### src/hw/rtl/assert_macros.svh
// Assertion helper macros for the RTL of the range detector.
// No dependencies; included by modules that carry concurrent checks.
`ifndef ASSERT_MACROS_SVH
`define ASSERT_MACROS_SVH

`ifndef ASSERT_OFF
// Check at every rising clock edge, off while reset is asserted.
`define ASSERT_RST(name, prop, clk, rst_n, msg) \
  name: assert property (@(posedge clk) disable iff (!(rst_n)) (prop)) else $error(msg);
// Check at every rising clock edge, reset included.
`define ASSERT_ALWAYS(name, prop, clk, msg) \
  name: assert property (@(posedge clk) (prop)) else $error(msg);
`else
`define ASSERT_RST(name, prop, clk, rst_n, msg)
`define ASSERT_ALWAYS(name, prop, clk, msg)
`endif

`endif

### src/hw/rtl/swrd_pkg.sv
// Shared types and constants of the sliding window range detector.
// No dependencies; used by swrd_cell and the top level.
`default_nettype none

package swrd_pkg;

  localparam int unsigned SAMPLE_BITS = 20;
  localparam int unsigned COUNT_W     = 21;
  localparam int unsigned WL_W        = 7;
  localparam int unsigned TH_W        = 20;
  localparam int unsigned CFG_IDX_W   = 2;
  localparam int unsigned CFG_DATA_W  = 20;

  localparam logic [COUNT_W-1:0] COUNT_MAX = {COUNT_W{1'b1}};

  // register indexes of the configuration port
  localparam logic [CFG_IDX_W-1:0] CFG_WINDOW_LENGTH = 2'd0;
  localparam logic [CFG_IDX_W-1:0] CFG_THRESHOLD     = 2'd1;

  typedef enum logic {
    KIND_QUIET = 1'b0,
    KIND_NONE  = 1'b1
  } swrd_kind_e;

  typedef struct packed {
    logic [SAMPLE_BITS-1:0] sample_value;
    logic                   last_sample;
  } swrd_in_t;

  typedef struct packed {
    swrd_kind_e         kind;
    logic [COUNT_W-1:0] window_start;
  } swrd_out_t;

  // per-cycle control broadcast to every cell
  typedef struct packed {
    logic                   step;
    logic [SAMPLE_BITS-1:0] feed;
  } swrd_ctl_t;

endpackage

`default_nettype wire

### src/hw/rtl/swrd_cell.sv
// One cell of the window chain: a stored sample plus the min/max of the
// newest (len - index) samples. Depends on swrd_pkg.
`default_nettype none

module swrd_cell #(
  parameter int unsigned IdxW  = 6,
  parameter int unsigned Index = 0
) (
  input  wire                                clk_i,
  input  wire swrd_pkg::swrd_ctl_t           ctl_i,
  input  wire logic [IdxW-1:0]               len_m1_i,
  input  wire logic [swrd_pkg::SAMPLE_BITS-1:0] prev_sample_i,
  input  wire logic [swrd_pkg::SAMPLE_BITS-1:0] next_min_i,
  input  wire logic [swrd_pkg::SAMPLE_BITS-1:0] next_max_i,
  output logic [swrd_pkg::SAMPLE_BITS-1:0]   sample_o,
  output logic [swrd_pkg::SAMPLE_BITS-1:0]   min_o,
  output logic [swrd_pkg::SAMPLE_BITS-1:0]   max_o
);

  logic [swrd_pkg::SAMPLE_BITS-1:0] sample_q, min_q, max_q;
  logic [swrd_pkg::SAMPLE_BITS-1:0] min_d, max_d;
  logic                             tail;

  // cells at or past len-1 cover just the newest sample
  assign tail = (IdxW'(Index) >= len_m1_i);

  always_comb begin
    if (tail) begin
      min_d = ctl_i.feed;
      max_d = ctl_i.feed;
    end else begin
      min_d = (ctl_i.feed < next_min_i) ? ctl_i.feed : next_min_i;
      max_d = (ctl_i.feed > next_max_i) ? ctl_i.feed : next_max_i;
    end
  end

  always_ff @(posedge clk_i) begin
    if (ctl_i.step) begin
      sample_q <= prev_sample_i;
      min_q    <= min_d;
      max_q    <= max_d;
    end
  end

  assign sample_o = sample_q;
  assign min_o    = min_q;
  assign max_o    = max_q;

endmodule

`default_nettype wire

### config.mk
export PLATFORM = sky130hd
export DESIGN_NAME = swrd_cell
export DESIGN_NICKNAME = d
export VERILOG_FILES = /design/src/hw/rtl/assert_macros.svh /design/src/hw/rtl/swrd_pkg.sv /design/src/hw/rtl/swrd_cell.sv
export SDC_FILE = /design/constraint.sdc
export NUM_CORES = 1
export LEC_CHECK = 0
export BUFFER_PORTS_ARGS = -buffer_cell sky130_fd_sc_hd__buf_2
export CAP_MARGIN = 0
export CORE_ASPECT_RATIO = 1.25
export CORE_MARGIN = 8
export CORE_UTILIZATION = 52
export CTS_CLUSTER_DIAMETER = 50
export CTS_CLUSTER_SIZE = 14
export DETAILED_ROUTE_END_ITERATION = 10
export PLACE_DENSITY = 0.92
export SYNTH_ARGS = -nofsm -noshare
export SYNTH_HDL_FRONTEND = slang
export SYNTH_SLANG_ARGS = --single-unit
### constraint.sdc
create_clock -name clk_i -period 2.25 [get_ports clk_i]
set_input_delay 0.1125 -clock clk_i [delete_from_list [all_inputs] [get_ports clk_i]]
set_output_delay 0.1125 -clock clk_i [all_outputs]
set_load 0.1 [all_outputs]
== Word-level counts from Yosys, hierarchy flattened ==
Cells that the tools add are included.
Cells by class
  mux-type cells: 4
  order comparisons: 3
Operators by type and width (number)
  two-way mux 20 bit: 4
  > comparator 20 bit: 1
  less-than comparator 20 bit: 1
  >= comparator 1 x 6 -> 1 bit, first input constant: 1
Word-level totals
  output and inout port bits: 60
  bits of input ports: 88
  register bits after elaboration: 60
  word-level logic and storage cells: 10

== Depth between registers and ports, before layout ==
  depth after elaboration: 3
  mapped depth: 9
  depth with buffers taken out: 7

== Least setup slack after synthesis ==
Ideal clock, no wire load.
  path kind: input port to flip-flop
  from: input port next_max_i[18] in the netlist's numbering
  to: register max_q, in the netlist max_o[18], data pin
  data arrival time: 1.782 ns
  data required time: 1.985 ns
  setup time: 0.265 ns
  path buffers: 1
  path slack: 0.203 ns
  stages: 8
  cells stage by stage: inv_1 -> ha_1 -> nand4_2 -> or4_4 -> clkbuf_2 -> o21ai_0 -> o221a_2 -> o211ai_1
On the way
  longest elaborated chain between the ends: 3
Ends and longest elaborated chain
  from (decl): line swrd_cell.sv:14  | input wire logic [swrd_pkg::SAMPLE_BITS-1:0] next_max_i,
  > comparator 20 bit: line swrd_cell.sv:33  | max_d = (ctl_i.feed > next_max_i) ? ctl_i.feed : next_max_i;
  two-way mux 20 bit (*): line swrd_cell.sv:33
  two-way mux 20 bit (*): line swrd_cell.sv:28  | if (tail) begin
  net max_d, one bit: line swrd_cell.sv:21  | logic [swrd_pkg::SAMPLE_BITS-1:0] min_d, max_d;
  to (signal assigned): line swrd_cell.sv:41  | max_q <= max_d;
  to (decl): line swrd_cell.sv:20  | logic [swrd_pkg::SAMPLE_BITS-1:0] sample_q, min_q, max_q;
The timed path passes the listed nets; every way through them passes the cells marked *.
A chain may end at the register's enable or synchronous reset.

== Worst setup path after layout ==
  from: input port next_max_i[18] in the netlist's numbering
  to: register max_q, in the netlist max_o[11], data pin
On the way
  longest elaborated chain between the ends: 3
Ends and longest elaborated chain (line)
  > comparator 20 bit: swrd_cell.sv:33
  two-way mux 20 bit: swrd_cell.sv:33
  two-way mux 20 bit: swrd_cell.sv:28
  net max_d, one bit: swrd_cell.sv:21
The timed path passes the listed nets, and every way through them passes these cells.

==> flow_metrics.tcl <==
set metrics [dict create \
    antenna_found_initial 0 \
    fillers 639 \
    required_ps 2320 \
    synth_fa_ha_area_frac 0.1108 \
    synth_top_area_frac 0.4091 \
    hold_depth 3 \
    synth.yosys.warnings 0 \
    ys_types 37 \
    synth_edf_count 60 \
    htreeDepth 3 \
    grt_max_degree 61 \
    synth.mux.area_fraction 0 \
    powerDensity_nw_per_um2 672.4 \
    drtAntennaViolNets 0 \
    rsz0062_at_grt "no" \
    clock-sinks 60 \
    layout.nets 771 \
    path_clk_slew_ps 70 \
    ys_seq_elements 60 \
    place_congestion 0.9352 \
    die_width_um 98.32 \
    cts_setup_buffers 0 \
    cts_tree "done" \
    yosys.area.top_type "edfxtp_1" \
    crit_type "in -> reg" \
    synthSimpleGateAreaFrac 0.1781 \
    dieHeight_um 118.9 \
    syn_nets 593 \
    clk_path_buf_depth 2 \
    critPathArrivalTime_ps 2070 \
    dr.pass1.iters 7 \
    die_area_um2 11690 \
    slowest_stage "or4_4" \
    stdcell_count 746 \
    status "finished, final reports clean" \
    ir_drop_mv 0.3893 \
    fp.coreArea_um2 8240 \
    grt_use_total 0.2512 \
    cp_cell_sequence "buf_2 > inv_1 > ha_1 > nand4_2 > or4_4 > buf_4 > o21ai_0 > o221a_1 > o211ai_1" \
    netlist_instances 466 \
    timing.final.crit_period_ps 2001 \
    drive_gt1_frac 0.3467 \
    synthFlopType "edfxtp_1" \
    cp-start-kind "input pin" \
    endpoint_kind "register" \
    synth_top_family_by_area "compound AO/OA/AOI/OAI gates" \
    async_flop_share 0 \
    worst_pin_slew_ps 504.9 \
    place_hpwl_um 10790 \
    synth_area_leaders "edfxtp_1 (41%), ha_1 (11%), o211ai_1 (7.0%)" \
    avgViaCountPerCell 6.263 \
    drt_iter0_markers 481 \
    grt_pass1_vias 4700 \
    power_leakage_nw 2.580 \
    syn_area_per_cell_um2 9.451 \
    area_delta_synth_final_pct 32.53 \
    syn_area_um2 4404 \
    finalPower_w 0.003925 \
    io-pin-count 148 \
    hold_violations 0 \
    drc 0 \
    crit_fanout 6 \
    fin_setup_tns_ps 0 \
    min_path_type "in -> reg" \
    synth_xor_area_frac 0 \
    num_rows 37 \
    final_max_slew_viol_count 0 \
    avgRoutedWirePerCell_um 19.74 \
    slew_headroom 0.6657 \
    port_buffers 147 \
    drt-total-wl_um 14730 \
    min_period_over_period 0.8891 \
    finalSetupViolCount 0 \
    route.vias.total 4672 \
    clockRootBuffer "clkbuf_8" \
    antenna_cells 0 \
    max_freq_mhz 499.9 \
    hold_slack_ps 107.8 \
    ys_seq_area_frac 0.4091 \
    slowest_delay_ps 590 \
    start_util 0.5345 \
    dp.cells 710 \
    maxCapViolCount 0 \
    numCtsBuffers 9 \
    synth_compound_area_frac 0.2267 \
    grt_pass1_wl_um 23670 \
    grt_overflow 0 \
]
cells in the mapped netlist (5+ instances only):
cell,n
nand3_1,21
inv_1,40
edfxtp_1,60
o221a_1,5
o21ai_0,28
nand4_1,45
clkbuf_1,29
o211ai_1,41
o31a_1,20
nand2_1,50
nor2_1,23
ha_1,39
a21oi_1,12
o221a_2,15
flip-flops by register name (all words and copies together), names as in the netlist:
signal	count
max_o	20
min_o	20
sample_o	20
critical path: cells and delay by family:
| family | cells | cell delay [ps] |
|---|---|---|
| AO/OA/AOI/OAI | 3 | 570 |
| AND/OR/NAND/NOR | 2 | 720 |
| buffers and inverters | 3 | 330 |
| adder cells (fa/ha/maj) | 1 | 330 |
per-layer routing:
layer  track usage  vias up  part of all wire
met2        0.4224      262              0.50
met5             0        -                 0
met4        0.1338        0             0.034
li1              -     2176                 -
met3       0.05653       42             0.087
met1        0.2917     2192              0.38
final cells by class:
type	count	area, µm²	share of cell area
Inverter	40	150.1	0.02572
Timing Repair Buffer	206	1291	0.2212
Clock buffer	11	131.4	0.02251
Tap cell	97	121.4	0.02079
Clock inverter	5	28.78	0.004930
Sequential cell	60	1802	0.3087
Multi-Input combinational cell	327	2312	0.3961
through the flow:
stage | utilization | instance area (µm²) | setup WS, ps
2_1_floorplan | - | 4404 | 203.1
3_3_place_gp | 0.6646 | 5477 | -8.847
3_5_place_dp | 0.6646 | 5477 | -91.13
4_1_cts | 0.7083 | 5837 | 270.3
5_1_grt | 0.7083 | 5837 | 145.1
6_report | 0.7083 | 5837 | 249.5
cells by family after synthesis:
| family | after synthesis |
|---|---|
| buffers and inverters | 79 |
| AND/OR/NAND/NOR | 156 |
| flip-flops | 60 |
| adder cells (fa/ha/maj) | 39 |
| AO/OA/AOI/OAI | 132 |
worst paths after layout:
kind,start,endpoint,slack [ps]
worst max-delay path,next_max_i[18],max_o[11]$_DFFE_PP_,250
worst min-delay path,next_min_i[7],min_o[7]$_DFFE_PP_,110
where the power goes:
group,switching [W],internal [W]
Sequential,0.0000305,0.00138
Combinational,0.00130,0.000390
Clock,0.000430,0.000392
repair_timing:
| item | in CTS | in global routing |
|---|---|---|
| hold endpoints to repair | 20 | 0 |
| resized for setup | 0 | 0 |
| hold buffers | 20 | 0 |
cells in the final DEF, fill, tap and decap left out, types with 12 or more instances in the layout:
master         instances
dlygate4sd3_1         20
edfxtp_1              60
o211ai_1              41
nand3_1               21
nor2_1                23
o31a_1                20
buf_4                 34
buf_2                147
o221a_2               15
inv_1                 40
nand4_1               45
nand2_1               50
a21oi_1               12
ha_1                  39
o21ai_0               28
No activity file was read; power rests on OpenSTA's default activity.
